## src/sv/tts_pkg.sv

```systemverilog
`timescale 1ns / 1ps

package tts_pkg;

    localparam int DATA_W = 32;
    localparam int NORM_W = 31;
    localparam int IDX_W  = 6;
    localparam int STAT_W = 2;

    localparam logic [STAT_W-1:0] STATUS_OK       = 2'd0;
    localparam logic [STAT_W-1:0] STATUS_SINGULAR = 2'd1;
    localparam logic [STAT_W-1:0] STATUS_OVERFLOW = 2'd2;

    localparam logic signed [DATA_W-1:0] S32_MAX = 32'sh7FFF_FFFF;
    localparam logic signed [DATA_W-1:0] S32_MIN = 32'sh8000_0000;

    typedef enum logic [3:0] {
        ST_IDLE,
        ST_FWD_M0,
        ST_FWD_M1,
        ST_FWD_M2,
        ST_FWD_DIV,
        ST_ROW_END,
        ST_BS_RD,
        ST_BS_MUL,
        ST_BS_WR,
        ST_RS_RD,
        ST_RS_M0,
        ST_RS_M1,
        ST_RS_M2,
        ST_RS_M3,
        ST_OUT
    } state_t;

    function automatic logic signed [DATA_W-1:0] sat_s32(input logic signed [63:0] v);
        logic signed [DATA_W-1:0] r;
        if (v > 64'(S32_MAX))
            r = S32_MAX;
        else if (v < 64'(S32_MIN))
            r = S32_MIN;
        else
            r = v[DATA_W-1:0];
        return r;
    endfunction

endpackage

```

## src/sv/tts_div.sv

```systemverilog
`timescale 1ns / 1ps

module tts_div #(
    parameter int FRAC_BITS = 16
) (
    input  logic                               clk,
    input  logic                               rst_n,
    input  logic                               start,
    input  logic signed [tts_pkg::DATA_W-1:0]  dividend,
    input  logic signed [tts_pkg::DATA_W-1:0]  divisor,
    output logic                               done,
    output logic signed [tts_pkg::DATA_W-1:0]  quotient
);
    localparam int DW = tts_pkg::DATA_W;
    localparam int NW = DW + FRAC_BITS;
    localparam int CNT_W = $clog2(NW + 1);

    logic [DW:0]        rem_reg;
    logic [NW-1:0]      num_reg;
    logic [DW-1:0]      den_reg;
    logic               neg_reg;
    logic [CNT_W-1:0]   cnt_reg;
    logic               busy_reg;
    logic               done_reg;

    logic [DW:0]        rem_shift;
    logic [DW+1:0]      diff;
    logic               ge;
    logic [DW-1:0]      mag_a;
    logic [DW-1:0]      mag_b;
    logic               q_big;

    assign rem_shift = {rem_reg[DW-1:0], num_reg[NW-1]};
    assign diff      = {1'b0, rem_shift} - {2'b00, den_reg};
    assign ge        = ~diff[DW+1];
    assign mag_a     = dividend[DW-1] ? DW'(-dividend) : DW'(dividend);
    assign mag_b     = divisor[DW-1] ? DW'(-divisor) : DW'(divisor);

    // magnitude beyond 2^31 saturates either way; exactly 2^31 fits only when negative
    assign q_big = (|num_reg[NW-1:DW]) || (num_reg[DW-1] && (|num_reg[DW-2:0]));

    always_comb
    begin
        if (neg_reg)
            quotient = q_big ? tts_pkg::S32_MIN : DW'(-num_reg[DW-1:0]);
        else
            quotient = ((|num_reg[NW-1:DW]) || num_reg[DW-1]) ? tts_pkg::S32_MAX
                                                              : num_reg[DW-1:0];
    end

    assign done = done_reg;

    always_ff @(posedge clk or negedge rst_n)
    begin
        if (!rst_n)
        begin
            busy_reg <= 1'b0;
            done_reg <= 1'b0;
            cnt_reg  <= '0;
        end
        else
        begin
            if (start)
            begin
                busy_reg <= 1'b1;
                done_reg <= 1'b0;
                cnt_reg  <= '0;
            end
            else if (busy_reg)
            begin
                if (cnt_reg == CNT_W'(NW - 1))
                begin
                    busy_reg <= 1'b0;
                    done_reg <= 1'b1;
                end
                else
                    done_reg <= 1'b0;
                cnt_reg <= cnt_reg + CNT_W'(1);
            end
            else
                done_reg <= 1'b0;
        end
    end

    always_ff @(posedge clk)
    begin
        if (start)
        begin
            rem_reg <= '0;
            num_reg <= {mag_a, {FRAC_BITS{1'b0}}};
            den_reg <= mag_b;
            neg_reg <= dividend[DW-1] ^ divisor[DW-1];
        end
        else if (busy_reg)
        begin
            rem_reg <= ge ? diff[DW:0] : rem_shift;
            num_reg <= {num_reg[NW-2:0], ge};
        end
    end

endmodule

```

## config.mk

```make
export PLATFORM = sky130hd
export DESIGN_NAME = tts_div
export DESIGN_NICKNAME = d
export VERILOG_FILES = /design/src/sv/tts_pkg.sv /design/src/sv/tts_div.sv
export SDC_FILE = /design/constraint.sdc
export NUM_CORES = 1
export LEC_CHECK = 0
export ABC_AREA = 1
export BUFFER_PORTS_ARGS = -buffer_cell sky130_fd_sc_hd__buf_2
export CAP_MARGIN = 20
export CORE_ASPECT_RATIO = 0.5
export CORE_MARGIN = 5
export CORE_UTILIZATION = 66
export CTS_CLUSTER_DIAMETER = 60
export CTS_CLUSTER_SIZE = 12
export DETAILED_ROUTE_END_ITERATION = 6
export MAX_ROUTING_LAYER = met4
export PLACE_DENSITY = 0.94
export SYNTH_ARGS = -nofsm -noshare
export SYNTH_HDL_FRONTEND = slang
export SYNTH_SLANG_ARGS = --single-unit
```

## constraint.sdc

```tcl
create_clock -name clk -period 5.2 [get_ports clk]
set_input_delay 1.04 -clock clk [delete_from_list [all_inputs] [get_ports clk]]
set_output_delay 1.04 -clock clk [all_outputs]
set_load 0.005 [all_outputs]
```

## After elaboration in Yosys (flattened, before gate mapping)

Index checks and enable logic that the tools add are counted.

- Bits in registers: 121
- Input port bits: 67
- Output and inout bits: 33
- Word-level logic and storage cells: 39

- $add $sub $neg: 5
- Equality and inequality tests: 1
- Muxes and demuxes: 16
- Bitwise operators: 2
- Reduce and logical (&&, ||, !) cells: 6

Operator list:

| kind | number |
|---|---|
| $mux W32 | 5 |
| $mux W48 | 2 |
| $neg A32 Y32 | 3 |
| $sub A33 B32 Y34 | 1 |
| $mux W31 | 1 |
| $reduce_or A31 Y1 | 1 |
| $reduce_or A16 Y1 | 1 |
| $mux W6 | 2 |
| $add A6 B1 Y6 const B | 1 |
| $eq A6 B6 Y1 const B | 1 |
| $mux W1 | 6 |
| $logic_or A1 B1 Y1 | 2 |
| $reduce_bool A2 Y1 | 1 |
| $logic_and A1 B1 Y1 | 1 |
| $not A1 Y1 | 1 |
| $xor A1 B1 Y1 | 1 |

## Longest topological paths before layout

Gate-level depths: netlist of the first run.

- Depth in word-level cells: 5
- Gate-level depth with buffers: 17

## Least setup slack after synthesis of the first run

Ideal clock, no wire load.

- Path kind: input to register
- Start point: in start
- End point: reg num_reg[16], enable pin
- Arrival time: 2.494 ns
- Slack: 2.297 ns
- Stages: 4
- Buffers on the path: 2
- Cells stage by stage: buf_2 -> nor2_2 -> clkinv_1 -> clkbuf_1

- Word-level cells in the longest chain between the ends: 1

Ends and longest elaborated chain:

| item | line | text |
|---|---|---|
| start: declaration | tts_div.sv:8 | `input logic start,` |
| $reduce_bool A2 Y1 (no line) | - |  |
| end signal: assignment | tts_div.sv:90 | `num_reg <= {mag_a, {FRAC_BITS{1'b0}}};` |
| end signal: assignment | tts_div.sv:97 | `num_reg <= {num_reg[NW-2:0], ge};` |
| end: declaration | tts_div.sv:19 | `logic [NW-1:0] num_reg;` |

No other way between the ends.
A chain may end at the register's enable or synchronous reset.

## Worst setup path after layout of the first run

- Start point: reg num_reg[0]
- End point: out quotient[29] in the netlist's numbering

- Word-level cells in the longest chain between the ends: 5

Ends and longest elaborated chain:

| item | line | text |
|---|---|---|
| parallel branches: the longest is 3 deep, another holds $neg A32 Y32 | - |  |
| $mux W32 (*) | tts_div.sv:45 | `quotient = q_big ? tts_pkg::S32_MIN : DW'(-num_reg[DW-1:0]);` |
| $mux W32 (*) | tts_div.sv:44 | `if (neg_reg)` |
| end: declaration | tts_div.sv:12 | `output logic signed [tts_pkg::DATA_W-1:0] quotient` |

Mark *: on every way between the ends.

==> results of run 1 <==
## stage by stage
stage	total power, W	cell area (um^2)	instances
6_report	0.00306	11300	1887
5_1_grt	0.00321	11300	1887
4_1_cts	0.00304	11300	1887
3_5_place_dp	0.00189	10800	1855
3_3_place_gp	0.00186	10800	1855
2_1_floorplan	0.00167	10200	1586
## Yosys cell counts, drive strengths merged
cell | instances | area (um^2)
nand3 | 117 | 626
fa | 1 | 20.0
ha | 36 | 450
clkinv | 3 | 11.3
and2 | 6 | 37.5
dfrtp | 8 | 200
nor4 | 9 | 56.3
dfxtp | 48 | 961
inv | 266 | 998
nand2 | 506 | 1930
nand4 | 19 | 119
nor3 | 36 | 206
a21oi | 42 | 210
o32ai | 2 | 17.5
xnor2 | 21 | 184
clkbuf | 25 | 93.8
and3 | 4 | 25.0
o211ai | 2 | 15.0
buf | 14 | 87.6
nand3b | 29 | 218
nor2 | 135 | 542
or2 | 1 | 6.26
o21ai | 114 | 582
o21bai | 1 | 7.51
o31ai | 4 | 30.0
a31oi | 3 | 18.8
xor2 | 46 | 403
edfxtp | 65 | 1950
o22ai | 23 | 144
## area by class of cell
cell class / instances / area share
Clock buffer: 18 / 0.0397
Clock inverter: 14 / 0.0110
Inverter: 269 / 0.0890
Multi-Input combinational cell: 1157 / 0.516
Sequential cell: 121 / 0.274
Tap cell: 204 / 0.0225
Timing Repair Buffer: 104 / 0.0470
## cell usage in the layout (no fill, tap or decap), types with 5 or more instances in the layout
master                      instances
sky130_fd_sc_hd__nand3_1          112
sky130_fd_sc_hd__nor3_1            32
sky130_fd_sc_hd__nand2_1          496
sky130_fd_sc_hd__nor2_1           126
sky130_fd_sc_hd__nand2_2            8
sky130_fd_sc_hd__buf_4              5
sky130_fd_sc_hd__o21ai_1           24
sky130_fd_sc_hd__a21oi_1           42
sky130_fd_sc_hd__xnor2_1           21
sky130_fd_sc_hd__o22ai_1           23
sky130_fd_sc_hd__o21ai_0           87
sky130_fd_sc_hd__nor4_1             9
sky130_fd_sc_hd__and2_1             6
sky130_fd_sc_hd__edfxtp_1          65
sky130_fd_sc_hd__nand3b_1          29
sky130_fd_sc_hd__buf_2             99
sky130_fd_sc_hd__inv_1            262
sky130_fd_sc_hd__nor2_2             5
sky130_fd_sc_hd__ha_1              36
sky130_fd_sc_hd__nand4_1           19
sky130_fd_sc_hd__clkbuf_16         18
sky130_fd_sc_hd__xor2_1            46
sky130_fd_sc_hd__dfxtp_1           48
sky130_fd_sc_hd__inv_6              5
sky130_fd_sc_hd__dfrtp_1            8
## cell families after synthesis
group	Yosys count
simple gates	862
buf+inv	308
compound gates	191
flops	121
xor+xnor	67
fa+ha+maj	37
## routing by layer
layer | GRT usage | vias to the layer above | share of wire
met5 | - | - | 0
met4 | 0.122 | 0 | 0.030
met3 | 0.0673 | 100 | 0.092
met2 | 0.520 | 598 | 0.47
met1 | 0.425 | 4928 | 0.41
li1 | - | 5262 | -
## final timing paths
kind                            slack, ns            to  cells after the start        start
worst min-delay path                 0.45    cnt_reg[4]                      1        rst_n
worst max-delay path                 1.32  quotient[29]                     11   num_reg[0]
max in group asynchronous            4.58    cnt_reg[1]                      1        rst_n
worst max register to register       2.48   rem_reg[26]                     12  den_reg[19]
worst min register to register       0.48   rem_reg[19]                      2  rem_reg[19]
min in group clk                     0.48   rem_reg[19]                      2  rem_reg[19]
## worst register-to-register path, delay by kind of cell, from the launching register on
family	cells	cell delay, ns
fa+ha+maj	1	0.41
buf+inv	2	0.16
simple gates	9	1.78
flops	1	0.32
## power by group through the flow
stage	clock [W]	combinational [W]	sequential [W]
3_5_place_dp	0	0.000732	0.00116
2_1_floorplan	0	0.000527	0.00114
3_3_place_gp	0	0.000709	0.00115
6_report	0.00117	0.000757	0.00114
4_1_cts	0.00116	0.000741	0.00114
5_1_grt	0.00122	0.000843	0.00115
==> impl_results.html, run 1 <==
<table>
<tr><th>Metric</th><th>Value</th></tr>
<tr><th colspan="2">Outcome</th></tr>
<tr><td>Result of the run</td><td>finished, final reports clean</td></tr>
<tr><th colspan="2">Power and ir drop</th></tr>
<tr><td>Share of power burned in combinational logic</td><td>0.247</td></tr>
<tr><td>Portion of total power attributed to sequential cells</td><td>0.372</td></tr>
<tr><td>Pwr Density</td><td>270 mW/mm^2</td></tr>
<tr><td>Leakage dissipation</td><td>5.93 nW</td></tr>
<tr><td>Switching Fraction</td><td>0.341</td></tr>
<tr><td>Reported net switching power</td><td>0.00104 W</td></tr>
<tr><td>Portion of total power attributed to the clock network</td><td>0.381</td></tr>
<tr><td>Cell-internal power</td><td>0.00202 W</td></tr>
<tr><td>Peak ir drop on the vdd network</td><td>266 uV</td></tr>
<tr><th colspan="2">CTS</th></tr>
<tr><td>Clock slew seen by the registers of the worst setup and hold paths</td><td>0.06 ns</td></tr>
<tr><td>Clock tree sinks</td><td>121</td></tr>
<tr><td>Post-CTS Hold Fix Bufs</td><td>0</td></tr>
<tr><td>Latest clock arrival within the worst-skew pair</td><td>0.43 ns</td></tr>
<tr><td>CTS root buf</td><td>sky130_fd_sc_hd__clkbuf_16</td></tr>
<tr><td>Clock H-tree levels</td><td>4</td></tr>
<tr><td>Setup fix buffers added after clock tree synthesis</td><td>0</td></tr>
<tr><td>Post-cts gate resize count</td><td>0</td></tr>
<tr><td>Number of buffers on the longest clock path</td><td>2</td></tr>
<tr><td>TritonCTS clock tree</td><td>yes</td></tr>
<tr><td>Cts bufs inserted</td><td>17</td></tr>
<tr><th colspan="2">Timing</th></tr>
<tr><td>Final Max Tran Viols</td><td>0</td></tr>
<tr><td>Final clock skew</td><td>0.0123 ns</td></tr>
<tr><td>Number of endpoints failing setup at the final stage</td><td>0</td></tr>
<tr><td>Actual slew at the worst max-slew pin</td><td>0.944 ns</td></tr>
<tr><td>Maximum operating frequency</td><td>258 MHz</td></tr>
<tr><td>Final worst hold slack</td><td>0.452 ns</td></tr>
<tr><td>Share of the cycle needed by the critical path after routing</td><td>0.746</td></tr>
<tr><td>Final-layout setup total negative slack</td><td>0 ns</td></tr>
<tr><td>Final WS setup</td><td>1.32 ns</td></tr>
<tr><td>Headroom to the max-slew limit</td><td>0.370</td></tr>
<tr><td>Setup repair after global routing missed its margin</td><td>false</td></tr>
<tr><td>Min Clock Period, post-route</td><td>3.88 ns</td></tr>
<tr><td>Endpoints failing hold</td><td>0</td></tr>
<tr><th colspan="2">Finish</th></tr>
<tr><td>Register cell area after layout</td><td>0.00311 mm^2</td></tr>
<tr><td>Syn-to-layout area delta</td><td>11.7%</td></tr>
<tr><td>Total Nets Final</td><td>1,774</td></tr>
<tr><td># diodes</td><td>0</td></tr>
<tr><td>Share of the core filled with cells in the final layout</td><td>0.744</td></tr>
<tr><td>Proportion of layout cells with a drive suffix above 1</td><td>0.102</td></tr>
<tr><td>Fillers</td><td>1,174</td></tr>
<tr><td>Max reg flops</td><td>48</td></tr>
<tr><td>Area occupied by multi-input gates</td><td>0.00586 mm^2</td></tr>
<tr><th colspan="2">Logic synthesis</th></tr>
<tr><td>Number of warning messages in the yosys log</td><td>0</td></tr>
<tr><td>Sequential cell area fraction in the yosys report</td><td>0.307</td></tr>
<tr><td>Syn avg cell area</td><td>6.40 um^2</td></tr>
<tr><td>Mapped Area</td><td>0.0102 mm^2</td></tr>
<tr><td>Post-synthesis net count</td><td>1,690</td></tr>
<tr><td>Post-synthesis xor/xnor area fraction</td><td>0.0578</td></tr>
<tr><td>Synthesized instance count</td><td>1,586</td></tr>
<tr><td>Register bit count reported by yosys</td><td>121</td></tr>
<tr><td>Share of synthesized cell area in and, or, nand and nor gates</td><td>0.371</td></tr>
<tr><td>Multiplexer area fraction after synthesis</td><td>0</td></tr>
<tr><td>Combinational family with the most area after synthesis</td><td>simple AND/OR/NAND/NOR gates</td></tr>
<tr><td>Synthesized-area fraction occupied by ao, oa, aoi and oai cells</td><td>0.101</td></tr>
<tr><td>Unique cell type count in the Yosys netlist</td><td>43</td></tr>
<tr><td>Post-synthesis share of cell area spent on full adders, half adders and majority gates</td><td>0.0463</td></tr>
<tr><th colspan="2">Critical path</th></tr>
<tr><td>CP Data Required Time</td><td>4.16 ns</td></tr>
<tr><td>CP peak stage delay</td><td>0.44 ns</td></tr>
<tr><td>Worst setup SP type</td><td>flop</td></tr>
<tr><td>Ordered list of cells on the worst path</td><td>inv_1 -&gt; ha_1 -&gt; nand3_4 -&gt; nor2_4 -&gt; nand2_1 -&gt; o21ai_2 -&gt; nand3_2 -&gt; inv_1 -&gt; nand3_1 -&gt; nand2_1 -&gt; buf_2</td></tr>
<tr><td>Crit-path max FO</td><td>28</td></tr>
<tr><td>Worst-path cell with the longest stage delay</td><td>sky130_fd_sc_hd__nand3_2</td></tr>
<tr><td>Crit path DAT</td><td>2.84 ns</td></tr>
<tr><td>Type of the setup path with the least slack</td><td>reg -&gt; out</td></tr>
<tr><td>Number of buffer and inverter stages on the critical path</td><td>3</td></tr>
<tr><td>Cell family contributing the most delay on the critical path</td><td>simple AND/OR/NAND/NOR gates</td></tr>
<tr><td>Worst Setup End Kind</td><td>output port</td></tr>
<tr><th colspan="2">Global routing</th></tr>
<tr><td>Vias in the first global route</td><td>10,351</td></tr>
<tr><td>First-pass GRT wire length</td><td>48,200 um</td></tr>
<tr><td>Antenna violations before repair</td><td>0</td></tr>
<tr><td>Overall Global Routing Usage</td><td>0.331</td></tr>
<tr><td>GRT Residual Overflow</td><td>0</td></tr>
<tr><td>Pin count of the biggest net entering global routing</td><td>54</td></tr>
<tr><th colspan="2">Run</th></tr>
<tr><td>Max-cap violation count</td><td>0</td></tr>
<tr><th colspan="2">Placement</th></tr>
<tr><td>Detailed-placement wirelength estimate</td><td>21,200 um</td></tr>
<tr><td>Port bufs</td><td>99</td></tr>
<tr><td>Global placer's final weighted congestion</td><td>1.03</td></tr>
<tr><td>Minimum setup slack after placement</td><td>1.84 ns</td></tr>
<tr><th colspan="2">Floorplanning</th></tr>
<tr><td>Die area</td><td>0.0181 mm^2</td></tr>
<tr><td>Floorplan row count</td><td>32</td></tr>
<tr><td>Chip Width</td><td>185 um</td></tr>
<tr><td>Die height</td><td>97.7 um</td></tr>
<tr><td>IO Count</td><td>100</td></tr>
<tr><td>Initial cell density of the core</td><td>0.666</td></tr>
<tr><td>CORE AREA</td><td>0.0153 mm^2</td></tr>
<tr><th colspan="2">Routing</th></tr>
<tr><td>Post-detailed-route wirelength per cell</td><td>15.2 um</td></tr>
<tr><td>Detailed-route vias per instance</td><td>5.77</td></tr>
<tr><td>Number of nets still failing antenna checks after routing</td><td>0</td></tr>
<tr><td>Router iterations before antenna repair</td><td>6</td></tr>
<tr><td>Drt drc</td><td>0</td></tr>
<tr><td>Routed wire length</td><td>28,800 um</td></tr>
<tr><td>Count of routing violations after the opening detailed-route iteration</td><td>1,242</td></tr>
<tr><td>Via count of the routed design</td><td>10,888</td></tr>
<tr><th colspan="2">Min path</th></tr>
<tr><td>Class of the most critical hold timing path</td><td>in -&gt; async</td></tr>
</table>
Power figures use the tool's default switching activity.
==> run 2, diff against run 1 <==
--- a/config.mk
+++ b/config.mk
@@ -10,12 +10,12 @@
 export CAP_MARGIN = 20
 export CORE_ASPECT_RATIO = 0.5
 export CORE_MARGIN = 5
-export CORE_UTILIZATION = 66
+export CORE_UTILIZATION = 61
 export CTS_CLUSTER_DIAMETER = 60
 export CTS_CLUSTER_SIZE = 12
 export DETAILED_ROUTE_END_ITERATION = 6
 export MAX_ROUTING_LAYER = met4
-export PLACE_DENSITY = 0.94
+export PLACE_DENSITY = 0.88
 export SYNTH_ARGS = -nofsm -noshare
 export SYNTH_HDL_FRONTEND = slang
 export SYNTH_SLANG_ARGS = --single-unit
==> constraint.sdc (replaced) <==
create_clock -name clk -period 3.7 [get_ports clk]
set_input_delay 0.74 -clock clk [delete_from_list [all_inputs] [get_ports clk]]
set_output_delay 0.74 -clock clk [all_outputs]
set_load 0.005 [all_outputs]
==> impl_results.html, run 2 (synthesis gave the netlist of run 1 again) <==
<table>
<tr><th>Metric</th><th>Value</th></tr>
<tr><th colspan="2">Critical path</th></tr>
<tr><td>CP Data Required Time</td><td>2.96 ns (was 4.16 ns)</td></tr>
<tr><td>Type of the setup path with the least slack</td><td>reg -&gt; out (unchanged)</td></tr>
<tr><td>Reg2reg start</td><td>num_reg[47] (was den_reg[19])</td></tr>
<tr><td>RR Endpoint</td><td>rem_reg[22] (was rem_reg[26])</td></tr>
<tr><td>Crit-path max FO</td><td>22 (was 28)</td></tr>
<tr><td>Worst Setup End Kind</td><td>output port (unchanged)</td></tr>
<tr><td>Worst setup SP type</td><td>flop (unchanged)</td></tr>
<tr><td>Depth of the worst register-to-register path</td><td>16 (was 12)</td></tr>
<tr><td>Flop2flop setup slack</td><td>0.94 ns (was 2.48 ns)</td></tr>
<tr><td>Crit path DAT</td><td>2.67 ns (was 2.84 ns)</td></tr>
<tr><th colspan="2">Placement</th></tr>
<tr><td>Port bufs</td><td>99 (unchanged)</td></tr>
<tr><td>Detailed-placement wirelength estimate</td><td>21,600 um (was 21,200 um)</td></tr>
<tr><td>Global placer's final weighted congestion</td><td>0.992 (was 1.03)</td></tr>
<tr><th colspan="2">CTS</th></tr>
<tr><td>Number of buffers on the longest clock path</td><td>2 (unchanged)</td></tr>
<tr><td>Clock slew seen by the registers of the worst setup and hold paths</td><td>0.06 ns (about the same)</td></tr>
<tr><td>Post-cts gate resize count</td><td>0 (unchanged)</td></tr>
<tr><td>Latest clock arrival within the worst-skew pair</td><td>0.43 ns (about the same)</td></tr>
<tr><td>CTS root buf</td><td>sky130_fd_sc_hd__clkbuf_16 (unchanged)</td></tr>
<tr><td>Setup fix buffers added after clock tree synthesis</td><td>0 (unchanged)</td></tr>
<tr><td>Clock tree sinks</td><td>121 (unchanged)</td></tr>
<tr><td>Post-CTS Hold Fix Bufs</td><td>0 (unchanged)</td></tr>
<tr><td>Cts bufs inserted</td><td>17 (unchanged)</td></tr>
<tr><td>TritonCTS clock tree</td><td>yes (unchanged)</td></tr>
<tr><td>Clock H-tree levels</td><td>4 (unchanged)</td></tr>
<tr><th colspan="2">Routing</th></tr>
<tr><td>Drt drc</td><td>2 (was 0)</td></tr>
<tr><td>Router iterations before antenna repair</td><td>7 (was 6)</td></tr>
<tr><td>Detailed-route vias per instance</td><td>5.62 (was 5.77)</td></tr>
<tr><td>Count of routing violations after the opening detailed-route iteration</td><td>1,045 (was 1,242)</td></tr>
<tr><td>Via count of the routed design</td><td>10,751 (was 10,888)</td></tr>
<tr><td>Post-detailed-route wirelength per cell</td><td>15.0 um (was 15.2 um)</td></tr>
<tr><td>Routed wire length</td><td>28,700 um (was 28,800 um)</td></tr>
<tr><td>Number of nets still failing antenna checks after routing</td><td>0 (unchanged)</td></tr>
<tr><th colspan="2">Power and ir drop</th></tr>
<tr><td>Peak ir drop on the vdd network</td><td>310 uV (was 266 uV)</td></tr>
<tr><td>Switching Fraction</td><td>0.337 (was 0.341)</td></tr>
<tr><td>Portion of total power attributed to sequential cells</td><td>0.368 (was 0.372)</td></tr>
<tr><td>Share of power burned in combinational logic</td><td>0.244 (was 0.247)</td></tr>
<tr><td>Design Power</td><td>0.00436 W (was 0.00306 W)</td></tr>
<tr><td>Leakage dissipation</td><td>5.94 nW (was 5.93 nW)</td></tr>
<tr><td>Portion of total power attributed to the clock network</td><td>0.388 (was 0.381)</td></tr>
<tr><td>Cell-internal power</td><td>0.00289 W (was 0.00202 W)</td></tr>
<tr><td>Reported net switching power</td><td>0.00147 W (was 0.00104 W)</td></tr>
<tr><td>Pwr Density</td><td>382 mW/mm^2 (was 270 mW/mm^2)</td></tr>
<tr><th colspan="2">Global routing</th></tr>
<tr><td>Antenna violations before repair</td><td>0 (unchanged)</td></tr>
<tr><td>Overall Global Routing Usage</td><td>0.309 (was 0.331)</td></tr>
<tr><td>Pin count of the biggest net entering global routing</td><td>54 (unchanged)</td></tr>
<tr><td>First-pass GRT wire length</td><td>47,400 um (was 48,200 um)</td></tr>
<tr><td>GRT Residual Overflow</td><td>0 (unchanged)</td></tr>
<tr><td>Vias in the first global route</td><td>9,938 (was 10,351)</td></tr>
<tr><th colspan="2">Floorplanning</th></tr>
<tr><td>Initial cell density of the core</td><td>0.621 (was 0.666)</td></tr>
<tr><td>Floorplan row count</td><td>33 (was 32)</td></tr>
<tr><td>Die area</td><td>0.0195 mm^2 (was 0.0181 mm^2)</td></tr>
<tr><td>Die height</td><td>101 um (was 97.7 um)</td></tr>
<tr><td>CORE AREA</td><td>0.0164 mm^2 (was 0.0153 mm^2)</td></tr>
<tr><td>Chip Width</td><td>192 um (was 185 um)</td></tr>
<tr><td>IO Count</td><td>100 (unchanged)</td></tr>
<tr><th colspan="2">Outcome</th></tr>
<tr><td>Result of the run</td><td>finished, violations left (was finished, final reports clean)</td></tr>
<tr><td>Violated checks</td><td>design-rule violations</td></tr>
<tr><th colspan="2">Finish</th></tr>
<tr><td>Max reg flops</td><td>48 (unchanged)</td></tr>
<tr><td># diodes</td><td>0 (unchanged)</td></tr>
<tr><td>Proportion of layout cells with a drive suffix above 1</td><td>0.104 (was 0.102)</td></tr>
<tr><td>Syn-to-layout area delta</td><td>12.4% (was 11.7%)</td></tr>
<tr><td>Most common cell after layout, fill and taps aside</td><td>sky130_fd_sc_hd__nand2_1 (unchanged)</td></tr>
<tr><td>Total Nets Final</td><td>1,776 (was 1,774)</td></tr>
<tr><td>Commonest cells after routing, fill and taps aside</td><td>495 x sky130_fd_sc_hd__nand2_1, 262 x sky130_fd_sc_hd__inv_1, 126 x sky130_fd_sc_hd__nor2_1, 112 x sky130_fd_sc_hd__nand3_1, 99 x sky130_fd_sc_hd__buf_2 (was 496 x sky130_fd_sc_hd__nand2_1, 262 x sky130_fd_sc_hd__inv_1, 126 x sky130_fd_sc_hd__nor2_1, 112 x sky130_fd_sc_hd__nand3_1, 99 x sky130_fd_sc_hd__buf_2)</td></tr>
<tr><th colspan="2">Timing</th></tr>
<tr><td>Final-layout setup total negative slack</td><td>0 ns (unchanged)</td></tr>
<tr><td>Setup repair after global routing missed its margin</td><td>false (unchanged)</td></tr>
<tr><td>Actual slew at the worst max-slew pin</td><td>0.933 ns (was 0.944 ns)</td></tr>
<tr><td>Min Clock Period, post-route</td><td>3.41 ns</td></tr>
<tr><td>Share of the cycle needed by the critical path after routing</td><td>0.923</td></tr>
<tr><td>Number of endpoints failing setup at the final stage</td><td>0 (unchanged)</td></tr>
<tr><td>Headroom to the max-slew limit</td><td>0.377 (was 0.370)</td></tr>
<tr><td>Maximum operating frequency</td><td>293 MHz</td></tr>
<tr><td>Final clock skew</td><td>0.0143 ns (was 0.0123 ns)</td></tr>
<tr><td>Endpoints failing hold</td><td>0 (unchanged)</td></tr>
<tr><td>Final Max Tran Viols</td><td>0 (unchanged)</td></tr>
<tr><th colspan="2">Run</th></tr>
<tr><td>Max-cap violation count</td><td>0 (unchanged)</td></tr>
<tr><th colspan="2">Min path</th></tr>
<tr><td>Class of the most critical hold timing path</td><td>in -&gt; async (unchanged)</td></tr>
</table>
run 2: how the worst max path moves through the flow:
stage,cells after the start,slack (ns),end,startpoint
2_1_floorplan,4,1.10,num_reg[16],start
3_3_place_gp,10,0.80,quotient[24],num_reg[0]
3_5_place_dp,10,0.63,quotient[24],num_reg[0]
4_1_cts,7,0.08,quotient[1],num_reg[43]
5_1_grt,10,0.13,quotient[24],num_reg[1]
6_report,11,0.29,quotient[1],num_reg[0]
run 2: per-layer routing:
| metal | share of wire | wire [um] | global-route usage |
|---|---|---|---|
| met1 | 0.43 | 12200 | 0.406 |
| met2 | 0.46 | 13100 | 0.499 |
| met3 | 0.094 | 2690 | 0.0492 |
| met4 | 0.021 | 593 | 0.0882 |
| met5 | 0 | 0 | - |
run 2: final cells by class:
class / count / area, um^2
clock buffer: 18 / 439
clock inverter: 14 / 153
fill: 1415 / 4930
inverter: 269 / 1010
multi-input combinational: 1157 / 5870
sequential: 121 / 3110
tap: 227 / 284
timing repair buffer: 106 / 548
run 2: metrics by stage:
stage                      util  hold slack [ns]  instance area [um^2]  setup slack [ns]  cells
after CTS                 0.698            0.154                 11400            0.0848   1912
final                     0.698            0.151                 11400             0.287   1912
after global routing      0.698            0.158                 11400             0.131   1912
after detailed placement  0.661            0.463                 10800             0.633   1880
after floorplan               -            0.442                 10200              1.10   1586
after global placement    0.661            0.457                 10800             0.804   1880
run 2: worst max-delay path: stages (launching register included):
cell	delay, ns
sky130_fd_sc_hd__dfxtp_1	0.30
sky130_fd_sc_hd__inv_1	0.17
sky130_fd_sc_hd__ha_1	0.31
sky130_fd_sc_hd__nand3_4	0.13
sky130_fd_sc_hd__nor2_4	0.15
sky130_fd_sc_hd__nand2_1	0.11
sky130_fd_sc_hd__o21ai_2	0.22
sky130_fd_sc_hd__nand3_4	0.26
sky130_fd_sc_hd__inv_1	0.22
sky130_fd_sc_hd__nand2_1	0.10
sky130_fd_sc_hd__nand2_1	0.14
sky130_fd_sc_hd__buf_2	0.14
run 2: power by group through the flow:
stage,sequential (W),combinational (W),clock [W]
3_5_place_dp,0.00163,0.00103,0
2_1_floorplan,0.00161,0.000740,0
5_1_grt,0.00161,0.00117,0.00176
3_3_place_gp,0.00162,0.00100,0
6_report,0.00160,0.00106,0.00169
4_1_cts,0.00160,0.00104,0.00169
